[src/hdl/verlet_particle_step_unit_defines.svh]
// ---------------------------------------------------------------------------
// verlet particle step unit assertion macros
// shared property forms for the particle step block, clocked on aclk
// ---------------------------------------------------------------------------
`ifndef VERLET_PARTICLE_STEP_UNIT_DEFINES_SVH
`define VERLET_PARTICLE_STEP_UNIT_DEFINES_SVH

// same-cycle implication
`define VPS_ASSERT_SAME(label, ante, cons) \
    label: assert property (@(posedge aclk) disable iff (!aresetn) (ante) |-> (cons)) \
        else $error("vps assertion failed");

// next-cycle implication
`define VPS_ASSERT_NEXT(label, ante, cons) \
    label: assert property (@(posedge aclk) disable iff (!aresetn) (ante) |=> (cons)) \
        else $error("vps assertion failed");

`endif

[src/hdl/vps_pkg.sv]
// ---------------------------------------------------------------------------
// vps_pkg
// types, codes and reset constants of the verlet particle step unit
// ---------------------------------------------------------------------------
package vps_pkg;

    localparam int POS_W      = 24;
    localparam int S_DATA_W   = 136;
    localparam int M_DATA_W   = 56;
    localparam int CFG_IDX_W  = 3;
    localparam int CFG_DATA_W = 24;

    localparam logic [1:0] OP_INIT   = 2'd0;
    localparam logic [1:0] OP_SET    = 2'd1;
    localparam logic [1:0] OP_UPDATE = 2'd2;

    localparam logic [CFG_IDX_W-1:0] CFG_CURSOR_RADIUS = 3'd0;
    localparam logic [CFG_IDX_W-1:0] CFG_DRAG_FACTOR   = 3'd1;
    localparam logic [CFG_IDX_W-1:0] CFG_ACCEL_X       = 3'd2;
    localparam logic [CFG_IDX_W-1:0] CFG_ACCEL_Y       = 3'd3;
    localparam logic [CFG_IDX_W-1:0] CFG_ELASTICITY    = 3'd4;
    localparam logic [CFG_IDX_W-1:0] CFG_BOUND_WIDTH   = 3'd5;
    localparam logic [CFG_IDX_W-1:0] CFG_BOUND_HEIGHT  = 3'd6;
    localparam logic [CFG_IDX_W-1:0] CFG_PINNED        = 3'd7;

    localparam logic [3:0] STEP_NONE = 4'd0;
    localparam logic [3:0] STEP_SQ   = 4'd1;
    localparam logic [3:0] STEP_RR   = 4'd2;
    localparam logic [3:0] STEP_ACC  = 4'd3;
    localparam logic [3:0] STEP_DRAG = 4'd4;
    localparam logic [3:0] STEP_ADT  = 4'd5;
    localparam logic [3:0] STEP_VEL  = 4'd6;
    localparam logic [3:0] STEP_SUM  = 4'd7;
    localparam logic [3:0] STEP_POS  = 4'd8;

    localparam logic [19:0]        CURSOR_RADIUS_RST = 20'd5120;
    localparam logic [16:0]        DRAG_K_RST        = 17'd64881;
    localparam logic signed [30:0] ACC_X100_RST      = 31'sd0;
    localparam logic signed [30:0] ACC_Y100_RST      = 31'sd256000;
    localparam logic [19:0]        ELASTICITY_RST    = 20'd2560;
    localparam logic [14:0]        BOUND_W_RST       = 15'd800;
    localparam logic [14:0]        BOUND_H_RST       = 15'd600;

    localparam logic [POS_W-1:0] POS_MAX = 24'h7FFFFF;
    localparam logic [POS_W-1:0] POS_MIN = 24'h800000;

    typedef struct packed {
        logic       take;
        logic [3:0] step;
        logic       out_load;
    } vps_cmd_t;

    typedef struct packed {
        logic alive;
        logic pinned;
    } vps_stat_t;

    typedef struct packed {
        logic [19:0]        cursor_radius;
        logic [16:0]        drag_k;
        logic signed [30:0] acc_x100;
        logic signed [30:0] acc_y100;
        logic [19:0]        elasticity;
        logic [14:0]        bound_width;
        logic [14:0]        bound_height;
        logic               pinned;
    } vps_cfg_t;

    function automatic logic [POS_W-1:0] sat24(input logic signed [34:0] v);
        logic [POS_W-1:0] r;
        if ((v[34:23] == 12'h000) || (v[34:23] == 12'hFFF)) begin
            r = v[23:0];
        end else if (v[34]) begin
            r = POS_MIN;
        end else begin
            r = POS_MAX;
        end
        return r;
    endfunction

endpackage

[src/hdl/vps_cfg.sv]
// ---------------------------------------------------------------------------
// vps_cfg
// configuration registers, with drag and acceleration kept in working form
// ---------------------------------------------------------------------------
module vps_cfg import vps_pkg::*; (
    input  logic                  aclk,
    input  logic                  aresetn,
    input  logic                  cfg_valid,
    output logic                  cfg_ready,
    input  logic [CFG_IDX_W-1:0]  cfg_index,
    input  logic [CFG_DATA_W-1:0] cfg_data,
    output vps_cfg_t              cfg
);

    vps_cfg_t           cfg_reg;
    vps_cfg_t           cfg_next;
    logic signed [30:0] val31;
    logic signed [30:0] val100;

    assign cfg_ready = aresetn;
    assign cfg       = cfg_reg;

    // times 100 as 64 + 32 + 4
    assign val31  = {{7{cfg_data[23]}}, cfg_data};
    assign val100 = (val31 <<< 6) + (val31 <<< 5) + (val31 <<< 2);

    always_comb begin
        cfg_next = cfg_reg;
        if (cfg_valid && cfg_ready) begin
            case (cfg_index)
                CFG_CURSOR_RADIUS: cfg_next.cursor_radius = cfg_data[19:0];
                CFG_DRAG_FACTOR:   cfg_next.drag_k = 17'h10000 - {1'b0, cfg_data[15:0]};
                CFG_ACCEL_X:       cfg_next.acc_x100 = val100;
                CFG_ACCEL_Y:       cfg_next.acc_y100 = val100;
                CFG_ELASTICITY:    cfg_next.elasticity = cfg_data[19:0];
                CFG_BOUND_WIDTH:   cfg_next.bound_width = cfg_data[14:0];
                CFG_BOUND_HEIGHT:  cfg_next.bound_height = cfg_data[14:0];
                CFG_PINNED:        cfg_next.pinned = cfg_data[0];
                default: begin
                end
            endcase
        end
    end

    always_ff @(posedge aclk) begin
        if (!aresetn) begin
            cfg_reg.cursor_radius <= CURSOR_RADIUS_RST;
            cfg_reg.drag_k        <= DRAG_K_RST;
            cfg_reg.acc_x100      <= ACC_X100_RST;
            cfg_reg.acc_y100      <= ACC_Y100_RST;
            cfg_reg.elasticity    <= ELASTICITY_RST;
            cfg_reg.bound_width   <= BOUND_W_RST;
            cfg_reg.bound_height  <= BOUND_H_RST;
            cfg_reg.pinned        <= 1'b0;
        end else begin
            cfg_reg <= cfg_next;
        end
    end

endmodule

[config.mk]
export PLATFORM = sky130hd
export DESIGN_NAME = vps_cfg
export DESIGN_NICKNAME = d
export VERILOG_FILES = /design/src/hdl/verlet_particle_step_unit_defines.svh /design/src/hdl/vps_pkg.sv /design/src/hdl/vps_cfg.sv
export SDC_FILE = /design/constraint.sdc
export NUM_CORES = 1
export LEC_CHECK = 0
export ABC_AREA = 1
export ABC_CLOCK_PERIOD_IN_PS = 3000
export BUFFER_PORTS_ARGS = -buffer_cell sky130_fd_sc_hd__buf_2
export CORE_MARGIN = 1.5
export CORE_UTILIZATION = 56
export CTS_BUF_LIST = sky130_fd_sc_hd__clkbuf_8
export CTS_CLUSTER_DIAMETER = 30
export DETAILED_ROUTE_END_ITERATION = 7
export PLACE_DENSITY = 0.83
export SYNTH_ARGS = -nofsm -noshare
export SYNTH_HDL_FRONTEND = slang
export SYNTH_SLANG_ARGS = --single-unit
[constraint.sdc]
create_clock -name aclk -period 3 [get_ports aclk]
set_clock_uncertainty 0.15 [all_clocks]
set_input_delay 0.3 -clock aclk [delete_from_list [all_inputs] [get_ports aclk]]
set_output_delay 0.3 -clock aclk [all_outputs]
set_load 0.02 [all_outputs]
==> results.md <==
- Area grow syn2layout: 17.6%
- Largest net degree at the start of global routing: 56
- Mapped Cells: between 1k and 1.5k
- CP max FO: 5
- Max Slew Vio Count: 0
- WL per Instance: about 15 um
- First-pass GRT wire length: between 30000 and 40000 um
- CP arrival: between 2 and 2.5 ns
- Vias in the first global route: 6949
- Post-DP HPWL: roughly 16000 um
- Total grt overflow: 0
- Post-synth cell types: 31
- Worst setup path category: in2reg
- Core area: around 0.013 mm^2
- Slew of the pin with the lowest slew margin: roughly 0.9 ns
- Total GRT Usage: 0.303
- Num CTS Buffers: 17
- Max FFs per register: between 100 and 150
- Max IR drop VDD: 0.401 mV
- Chip Height: approximately 120 um
- Cell area after synthesis: 0.00766 mm^2
- Synth Warn #: 0
- Worst-skew pair later-pin latency: roughly 0.46 ns
- Post-synthesis register bit count: between 100 and 150
- RSZ-0062 raised after global routing: false
- Final setup viols: 0
- DRC violations left: 0
- Lkg Pwr: roughly 4.9 nW
- Ant. Diodes: 0
- Achievable clock frequency: between 400 and 500 MHz
- TritonRoute pass-1 iters: 4
- Port Buffer Count: between 150 and 200
- Initial antenna violation count: 0
- Max-Cap Viols: 0
- Vias: roughly 7.3k
- Number of synthesized flops with an enable pin: 0
- Startpoint Class: primary input
- Die Area: 0.0144 mm^2
- Syn_area_per_cell: about 7.2 um^2
- Pwr/cell area: about 530 mW/mm^2
- Slew headroom: 0.402
- Hold Slack: about 0.034 ns
- Post-synthesis sequential area ratio: 0.381
- Chip Width: roughly 120 um
- Hold buffer count at CTS: 0
- Asr flop ratio synth: 0
- Via-per-instance ratio: just over 5
- Status: completed
- Post-cts resize count: 0
- Sequential cell area: just under 0.003 mm^2
- Max Buffers Root-to-Sink: 2
- Tmin final: ~2.3 ns
- Footprint of the multi-input gates: 0.00398 mm^2
- Worst-path clk slew: roughly 0.07 ns
- Nets: 1314
- Cell Rows: 42
- Fin. Hold Viols: 0
- Fraction of layout cells with a size suffix above 1: 0.184
- CTS H-tree lvls: 4
- CP Capture Type: register
- Final ANT Viol Nets: 0
- Setup TNS: 0 ns
- Sink Count: between 100 and 150
- Min-delay worst type: in2reg
- FILL cells: 1217
- Tcrit/Tclk final: 0.760
- GPL Wtd Cong: approximately 0.95
- Starting DRT DRC Count: roughly 470
- DRT Wirelength: 21200 um
- Root buffer cell: clkbuf_8
- Num ports: between 150 and 200
- TritonCTS clock tree: built
- Initial core utilization: 0.576
- Data required time at the worst endpoint: between 3 and 4 ns
- Synth Flop Type: dfxtp_1
- Post-CTS Setup Inserts: 0
==> kinds of logic (layout without fill, tap and decap cells) <==
| family | after synthesis | in the layout | share of synthesized area |
|---|---|---|---|
| flops | 146 | 146 | 0.381 |
| fa+ha+maj | 62 | 62 | 0.124 |
| simple gates | 439 | 439 | 0.234 |
| other cells | 1 | 4 | 0.000489 |
| compound gates | 211 | 211 | 0.144 |
| xor+xnor | 14 | 14 | 0.0160 |
| buf+inv | 188 | 358 | 0.100 |
==> layer usage <==
layer,vias to the layer above,share of wire,global-route usage
met5,-,0,0
met4,0,0.022,0.0990
met3,38,0.073,0.0813
met2,264,0.47,0.506
met1,3340,0.43,0.380
li1,3668,-,-
==> metrics by stage <==
| step | cells | util | worst slack [ns] | power, mW | instance area, um^2 |
|---|---|---|---|---|---|
| 2_1_floorplan | 1064 | - | 0.653 | 2.83 | 7670 |
| 3_3_place_gp | 1379 | 0.647 | 0.290 | 3.16 | 8600 |
| 5_1_grt | 1410 | 0.678 | 0.548 | 5.00 | 9010 |
| 6_report | 1410 | 0.678 | 0.721 | 4.77 | 9010 |
| 4_1_cts | 1410 | 0.678 | 0.735 | 4.76 | 9010 |
| 3_5_place_dp | 1379 | 0.647 | 0.271 | 3.16 | 8600 |
==> critical path, cell delays in order <==
cell,delay (ns)
buf_2,0.20
fa_1,0.45
ha_1,0.39
nand2_1,0.16
inv_1,0.05
a21oi_1,0.29
nor2_1,0.09
nor2_1,0.14
nand2_1,0.10
nand2_1,0.11
nand3_1,0.10
nand2_1,0.07
inv_1,0.03
==> cell usage in the layout, fill, tap and decap left out <==
cell        count
nand2_1       206
buf_2         176
nor2_1        160
dfxtp_1       146
inv_1         140
o21ai_0        95
a21oi_1        93
nand3_1        53
ha_1           39
fa_1           23
clkbuf_8       18
xor2_1         14
o211ai_1       12
nand4_1         7
buf_4           7
o21ai_1         6
inv_2           5
nor3_1          4
conb_1          4
nor2_2          3
clkinvlp_4      3
bufinv_16       3
nor2_4          2
nor2_8          2
o31ai_1         2
clkinv_2        2
inv_6           2
clkinv_4        2
and2_1          1
o21bai_1        1
a31o_2          1
o311ai_0        1
or2_2           1
==> power by group <==
group          total, mW  internal [mW]  switching (mW)
Sequential          2.00           1.98          0.0213
Clock               1.62          0.840           0.782
Combinational       1.14          0.358           0.786
==> synthesized netlist by cell type (2+ instances only) <==
| cell | instances | area, um^2 |
|---|---|---|
| nand2_1 | 206 | 773 |
| o31ai_1 | 2 | 15.0 |
| inv_1 | 139 | 522 |
| ha_1 | 39 | 488 |
| o21ai_1 | 6 | 30.0 |
| nor3_1 | 4 | 20.0 |
| nor2_4 | 2 | 22.5 |
| buf_1 | 5 | 18.8 |
| nor2_1 | 160 | 601 |
| o21ai_0 | 95 | 475 |
| nor2_8 | 2 | 40.0 |
| buf_4 | 8 | 60.1 |
| dfxtp_1 | 146 | 2920 |
| xor2_1 | 14 | 123 |
| inv_2 | 5 | 18.8 |
| nand4_1 | 7 | 43.8 |
| clkbuf_1 | 11 | 41.3 |
| nand3_1 | 53 | 265 |
| a21oi_1 | 93 | 465 |
| o211ai_1 | 12 | 90.1 |
| buf_2 | 18 | 90.1 |
| nor2_2 | 3 | 18.8 |
| fa_1 | 23 | 460 |
==> area by class of cell <==
class                   count  share of cell area
multi-input cells         730               0.442
well taps                 176              0.0244
repair buffers            183               0.104
clock buffers              18              0.0275
clock inverters            13              0.0179
inverters                 144              0.0600
flip-flops and latches    146               0.324
==> path summary, 6_finish.rpt <==
kind,start,end,slack (ns),cells after the start
max,cfg_data[13],cfg[111]$_SDFFE_PN0P_,0.72,13
min,cfg_data[23],cfg[81]$_SDFFE_PN0P_,0.03,3
max reg2reg,cfg[92]$_SDFFE_PN0P_,cfg[92]$_SDFFE_PN0P_,2.12,4
min reg2reg,cfg[65]$_SDFFE_PN1P_,cfg[65]$_SDFFE_PN1P_,0.33,2
Note: power is estimated with default switching activity, not from simulation.
