===== src/hdl/verlet_particle_step_unit_defines.svh =====
// ---------------------------------------------------------------------------
// verlet particle step unit assertion macros
// shared property forms for the particle step block, clocked on aclk
// ---------------------------------------------------------------------------
`ifndef VERLET_PARTICLE_STEP_UNIT_DEFINES_SVH
`define VERLET_PARTICLE_STEP_UNIT_DEFINES_SVH

// same-cycle implication
`define VPS_ASSERT_SAME(label, ante, cons) \
    label: assert property (@(posedge aclk) disable iff (!aresetn) (ante) |-> (cons)) \
        else $error("vps assertion failed");

// next-cycle implication
`define VPS_ASSERT_NEXT(label, ante, cons) \
    label: assert property (@(posedge aclk) disable iff (!aresetn) (ante) |=> (cons)) \
        else $error("vps assertion failed");

`endif


===== src/hdl/vps_pkg.sv =====
// ---------------------------------------------------------------------------
// vps_pkg
// types, codes and reset constants of the verlet particle step unit
// ---------------------------------------------------------------------------
package vps_pkg;

    localparam int POS_W      = 24;
    localparam int S_DATA_W   = 136;
    localparam int M_DATA_W   = 56;
    localparam int CFG_IDX_W  = 3;
    localparam int CFG_DATA_W = 24;

    localparam logic [1:0] OP_INIT   = 2'd0;
    localparam logic [1:0] OP_SET    = 2'd1;
    localparam logic [1:0] OP_UPDATE = 2'd2;

    localparam logic [CFG_IDX_W-1:0] CFG_CURSOR_RADIUS = 3'd0;
    localparam logic [CFG_IDX_W-1:0] CFG_DRAG_FACTOR   = 3'd1;
    localparam logic [CFG_IDX_W-1:0] CFG_ACCEL_X       = 3'd2;
    localparam logic [CFG_IDX_W-1:0] CFG_ACCEL_Y       = 3'd3;
    localparam logic [CFG_IDX_W-1:0] CFG_ELASTICITY    = 3'd4;
    localparam logic [CFG_IDX_W-1:0] CFG_BOUND_WIDTH   = 3'd5;
    localparam logic [CFG_IDX_W-1:0] CFG_BOUND_HEIGHT  = 3'd6;
    localparam logic [CFG_IDX_W-1:0] CFG_PINNED        = 3'd7;

    localparam logic [3:0] STEP_NONE = 4'd0;
    localparam logic [3:0] STEP_SQ   = 4'd1;
    localparam logic [3:0] STEP_RR   = 4'd2;
    localparam logic [3:0] STEP_ACC  = 4'd3;
    localparam logic [3:0] STEP_DRAG = 4'd4;
    localparam logic [3:0] STEP_ADT  = 4'd5;
    localparam logic [3:0] STEP_VEL  = 4'd6;
    localparam logic [3:0] STEP_SUM  = 4'd7;
    localparam logic [3:0] STEP_POS  = 4'd8;

    localparam logic [19:0]        CURSOR_RADIUS_RST = 20'd5120;
    localparam logic [16:0]        DRAG_K_RST        = 17'd64881;
    localparam logic signed [30:0] ACC_X100_RST      = 31'sd0;
    localparam logic signed [30:0] ACC_Y100_RST      = 31'sd256000;
    localparam logic [19:0]        ELASTICITY_RST    = 20'd2560;
    localparam logic [14:0]        BOUND_W_RST       = 15'd800;
    localparam logic [14:0]        BOUND_H_RST       = 15'd600;

    localparam logic [POS_W-1:0] POS_MAX = 24'h7FFFFF;
    localparam logic [POS_W-1:0] POS_MIN = 24'h800000;

    typedef struct packed {
        logic       take;
        logic [3:0] step;
        logic       out_load;
    } vps_cmd_t;

    typedef struct packed {
        logic alive;
        logic pinned;
    } vps_stat_t;

    typedef struct packed {
        logic [19:0]        cursor_radius;
        logic [16:0]        drag_k;
        logic signed [30:0] acc_x100;
        logic signed [30:0] acc_y100;
        logic [19:0]        elasticity;
        logic [14:0]        bound_width;
        logic [14:0]        bound_height;
        logic               pinned;
    } vps_cfg_t;

    function automatic logic [POS_W-1:0] sat24(input logic signed [34:0] v);
        logic [POS_W-1:0] r;
        if ((v[34:23] == 12'h000) || (v[34:23] == 12'hFFF)) begin
            r = v[23:0];
        end else if (v[34]) begin
            r = POS_MIN;
        end else begin
            r = POS_MAX;
        end
        return r;
    endfunction

endpackage


===== src/hdl/vps_ctrl.sv =====
// ---------------------------------------------------------------------------
// vps_ctrl
// sequencer for one particle request and the result handshake
// ---------------------------------------------------------------------------
module vps_ctrl import vps_pkg::*; (
    input  logic      aclk,
    input  logic      aresetn,
    input  logic      s_tvalid,
    output logic      s_tready,
    input  logic [1:0] op,
    input  vps_stat_t stat,
    output logic      m_tvalid,
    input  logic      m_tready,
    output vps_cmd_t  cmd
);

    localparam logic [3:0] ST_IDLE = 4'd0;
    localparam logic [3:0] ST_SQ   = 4'd1;
    localparam logic [3:0] ST_RR   = 4'd2;
    localparam logic [3:0] ST_ACC  = 4'd3;
    localparam logic [3:0] ST_DRAG = 4'd4;
    localparam logic [3:0] ST_ADT  = 4'd5;
    localparam logic [3:0] ST_VEL  = 4'd6;
    localparam logic [3:0] ST_SUM  = 4'd7;
    localparam logic [3:0] ST_POS  = 4'd8;
    localparam logic [3:0] ST_DONE = 4'd9;

    logic [3:0] state_reg;
    logic [3:0] state_next;
    logic       m_tvalid_reg;
    logic       m_tvalid_next;

    assign s_tready = aresetn && (state_reg == ST_IDLE);
    assign m_tvalid = m_tvalid_reg;

    always_comb begin
        state_next   = state_reg;
        cmd.take     = s_tvalid && s_tready;
        cmd.step     = STEP_NONE;
        cmd.out_load = 1'b0;
        case (state_reg)
            ST_IDLE: begin
                if (cmd.take) begin
                    state_next = ((op == OP_UPDATE) && stat.alive) ? ST_SQ : ST_DONE;
                end
            end
            ST_SQ: begin
                cmd.step   = STEP_SQ;
                state_next = ST_RR;
            end
            ST_RR: begin
                cmd.step   = STEP_RR;
                state_next = ST_ACC;
            end
            ST_ACC: begin
                cmd.step   = STEP_ACC;
                state_next = ST_DRAG;
            end
            ST_DRAG: begin
                cmd.step   = STEP_DRAG;
                state_next = stat.pinned ? ST_DONE : ST_ADT;
            end
            ST_ADT: begin
                cmd.step   = STEP_ADT;
                state_next = ST_VEL;
            end
            ST_VEL: begin
                cmd.step   = STEP_VEL;
                state_next = ST_SUM;
            end
            ST_SUM: begin
                cmd.step   = STEP_SUM;
                state_next = ST_POS;
            end
            ST_POS: begin
                cmd.step   = STEP_POS;
                state_next = ST_DONE;
            end
            ST_DONE: begin
                // wait until the output register is free
                if (!(m_tvalid_reg && !m_tready)) begin
                    cmd.out_load = 1'b1;
                    state_next   = ST_IDLE;
                end
            end
            default: begin
                state_next = ST_IDLE;
            end
        endcase
    end

    always_comb begin
        if (cmd.out_load) begin
            m_tvalid_next = 1'b1;
        end else if (m_tready) begin
            m_tvalid_next = 1'b0;
        end else begin
            m_tvalid_next = m_tvalid_reg;
        end
    end

    always_ff @(posedge aclk) begin
        if (!aresetn) begin
            state_reg    <= ST_IDLE;
            m_tvalid_reg <= 1'b0;
        end else begin
            state_reg    <= state_next;
            m_tvalid_reg <= m_tvalid_next;
        end
    end

endmodule


===== config.mk =====
export PLATFORM = sky130hd
export DESIGN_NAME = vps_ctrl
export DESIGN_NICKNAME = d
export VERILOG_FILES = /design/src/hdl/verlet_particle_step_unit_defines.svh /design/src/hdl/vps_pkg.sv /design/src/hdl/vps_ctrl.sv
export SDC_FILE = /design/constraint.sdc
export NUM_CORES = 1
export LEC_CHECK = 0
export BUFFER_PORTS_ARGS = -buffer_cell sky130_fd_sc_hd__buf_2
export CORE_AREA = 2 2 39 41
export DETAILED_ROUTE_END_ITERATION = 12
export DIE_AREA = 0 0 41 43
export HOLD_SLACK_MARGIN = 0.06
export MAX_ROUTING_LAYER = met4
export SLEW_MARGIN = 20
export SYNTH_ARGS = -nofsm -noshare
export SYNTH_HDL_FRONTEND = slang
export SYNTH_SLANG_ARGS = --single-unit

===== constraint.sdc =====
create_clock -name aclk -period 3.92 [get_ports aclk]
set_clock_uncertainty 0.15 [all_clocks]
set_input_delay 0.588 -clock aclk [delete_from_list [all_inputs] [get_ports aclk]]
set_output_delay 0.588 -clock aclk [all_outputs]
set_load 0.05 [all_outputs]

==> results.md <==
- The run finished with clean final reports.
- The maximum VDD drop is 0.1799 mV.
- The first-pass detailed-route iteration total is 4.
- Setup violations remaining at the end of the flow were counted as 0.
- Routed signal wires occupy layers up through met3.
- For this run, the number of Yosys warnings is 0.
- Across the run, the number of max-cap violations was 0.
- The number of instances resized during post-cts repair is 0.
- In the layout the commonest cells are 15 x sky130_fd_sc_hd__buf_2, 5 x sky130_fd_sc_hd__nor2b_1, 5 x sky130_fd_sc_hd__dfxtp_1.
- The met1 wire length is 296 µm.
- The post-detailed-route DRC marker count is 0.
- The overflow left after global routing is 0.
- The power density of the placed cells is 551.2 nW/µm².
- The critical path endpoint category is an output port.
- The worst setup path is of the flip-flop to output port kind.
- Dividing the synthesized area by the synthesized cell count gives 9.349 µm².
- For this design the static power due to leakage is 0.1944 nW.
- The design draws 0.0002359 W.
- For this run, the slowest stage of the critical path takes 0.50 ns.
- The area overhead of the layout relative to synthesis is 27.14%.
- After clock tree synthesis, the clock-pin slew on the worst setup and hold paths is 0.05 ns.
- The initial utilization of the core area, before any placement, comes to 24.32%.
- At the end of routability-driven placement, the weighted congestion stood at 0.7119.
- The gate count of the mapped netlist is 36.
- The final net count is 60.
- The wire length on met2 is 276 µm.
- The total die area is 1763 µm².
- The fill cell instance count of the final layout is 158.
- In this design, the largest share of critical-path delay is due to flip-flops.
- The post-route setup TNS is 0 ns.
- The arrival time at the worst endpoint is 1.44 ns.
- The first global-routing pass estimated 1028 µm of wire.
- The routed wirelength normalized by instance count is 9.537 µm.
- The clock passes through at most 2 buffers.
- The routed length on met3 is 66 µm.
- Traced cell by cell, the critical path runs through and4bb_2 -> nor2b_1 -> buf_2.
- The floorplan step set the die width to 41 µm.
- The post-cts hold buffer count is 0.
- The antenna diode count is 0.
- Timing would allow up to 458.6 MHz.
- Across all layers, the routed design uses 296 vias.
- Global routing used 9.147% of the available tracks across all layers.
- After clock tree synthesis, the setup repair step added 0 buffers.
- Once detail routing completed, the nets flagged for antenna violations numbered 0.
- The register with the most flip-flops in the layout has 4 of them.
- The summed instance area of the synthesized netlist is 336.6 µm².
- The routed design has 639 µm of wire.
- The share of final-layout standard cells stronger than drive strength 1 is 45.10%.
- The setup check on the worst reg-to-reg path leaves a slack of 2.61 ns.
- Along the worst path, the maximum fanout reaches 11.
- The max-slew violation count came to 0.
- The clock net in this run drives a total of 5 sinks.
- The detailed placement HPWL is 509.3 µm.
- The CTS tree is yes.
- The floorplan step set the die height to 43 µm.
- The headroom to the max-slew limit is 78.43%.
- The number of global-route vias before repair was 239.
- STA classifies the critical path startpoint as a flip-flop.
- In this run, CTS created clock tree buffers numbering 3.
- The number of antenna violations at the first check in global routing is 0.
- STA puts the critical path data required time at 3.18 ns.
- The most common cell after layout, fill and taps aside is sky130_fd_sc_hd__buf_2.
- The final clock period utilization by the worst path is 55.62%.
- The area of the placeable core is 1384 µm².
- The first routing iteration left 3 violations.
- Using the TritonRoute via totals, the vias-per-cell ratio works out to 4.418.
- The number of buffers and inverters on the critical path is 1.
- The worst-skew pair later-pin latency is 0.24 ns.
- The largest net degree at the start of global routing is 12.
- The slowest cell on the critical path is sky130_fd_sc_hd__dfxtp_1.
- The quantity of I/O buffers inserted on ports is 15.
- The H-tree depth is 1.
- The master cell of the clock root buffer is sky130_fd_sc_hd__clkbuf_4.
- The floorplan has 14 rows.
- The pin slew with the least headroom to its limit is 0.3231 ns.
- The register area share after synthesis is 29.74%.
- The synthesized net count is 44.
- The worst min-delay path category is input pin to flip-flop.
- The total count of hold-check failures in the final report is 0.
- The distinct cell type count of the synthesized netlist is 19.
- The synthesized design contains 5 register bits.
- Setup repair after global routing left no endpoint under its margin.
- The worst path needs 2.180 ns of the cycle, external delays included.
- The I/O pin count is 16.
## cell type report
class | instances | area, µm² | share of cell area, %
clock buffer | 4 | 26.28 | 6.140
multi-input combinational | 27 | 206.4 | 48.25
sequential | 5 | 100.1 | 23.39
tap | 16 | 20.02 | 4.678
timing repair buffer | 15 | 75.07 | 17.54
## final timing paths
| kind | start | end | depth (start not counted) |
|---|---|---|---|
| max | state_reg[3] | cmd[0] | 3 |
| min | aresetn | m_tvalid | 2 |
| max reg2reg | state_reg[1] | state_reg[3] | 3 |
| min reg2reg | state_reg[3] | state_reg[0] | 2 |
## logic make-up (layout without fill, tap and decap cells)
logic type                Yosys count  count (layout)  synth area share [%]
and+or+nand+nor                    18              18                 41.26
AOI/OAI and AO/OA                   7               7                 14.87
DFF                                 5               5                 29.74
buffers and inverters               4              19                 8.922
xor gates and xnor gates            2               2                 5.205
## through the flow
step | util, % | cell area (µm²) | cells | hold WS (ns) | setup WS [ns]
6_report | 30.92 | 427.9 | 67 | 0.4409 | 1.740
5_1_grt | 30.92 | 427.9 | 67 | 0.4370 | 1.573
4_1_cts | 30.92 | 427.9 | 67 | 0.4312 | 1.703
3_5_place_dp | 29.02 | 401.6 | 63 | 0.4645 | 1.809
3_3_place_gp | 29.02 | 401.6 | 63 | 0.4524 | 1.813
2_1_floorplan | - | 336.6 | 36 | 0.3816 | 1.088
## metal layers
metal	global-route usage, %	up-vias
met5	-	-
met4	4.000	0
met3	6.283	0
met2	11.25	14
met1	11.22	128
li1	-	154
## synthesized netlist by cell type (all sizes together)
library cell / instances / area share (%)
and4bb: 1 / 3.7
nand4bb: 1 / 3.3
xnor2: 2 / 5.2
o21a: 2 / 4.5
nor4: 2 / 7.4
dfxtp: 5 / 30
nor3b: 1 / 3.7
a22oi: 1 / 2.2
o21ai: 1 / 1.5
nand2b: 1 / 1.9
nor2: 2 / 2.2
buf: 4 / 8.9
nor3: 1 / 3.0
a21oi: 1 / 1.5
nand2: 1 / 1.1
nor2b: 5 / 9.3
a211oi: 1 / 2.2
and2: 3 / 5.6
a21bo: 1 / 3.0
## report_power, final
part           total (W)  switching (W)  internal, W
Combinational  0.0000989      0.0000656    0.0000334
Sequential     0.0000768      0.0000177    0.0000591
Clock          0.0000601      0.0000216    0.0000385
Total           0.000236       0.000105     0.000131
No activity file was read; power rests on OpenSTA's default activity.
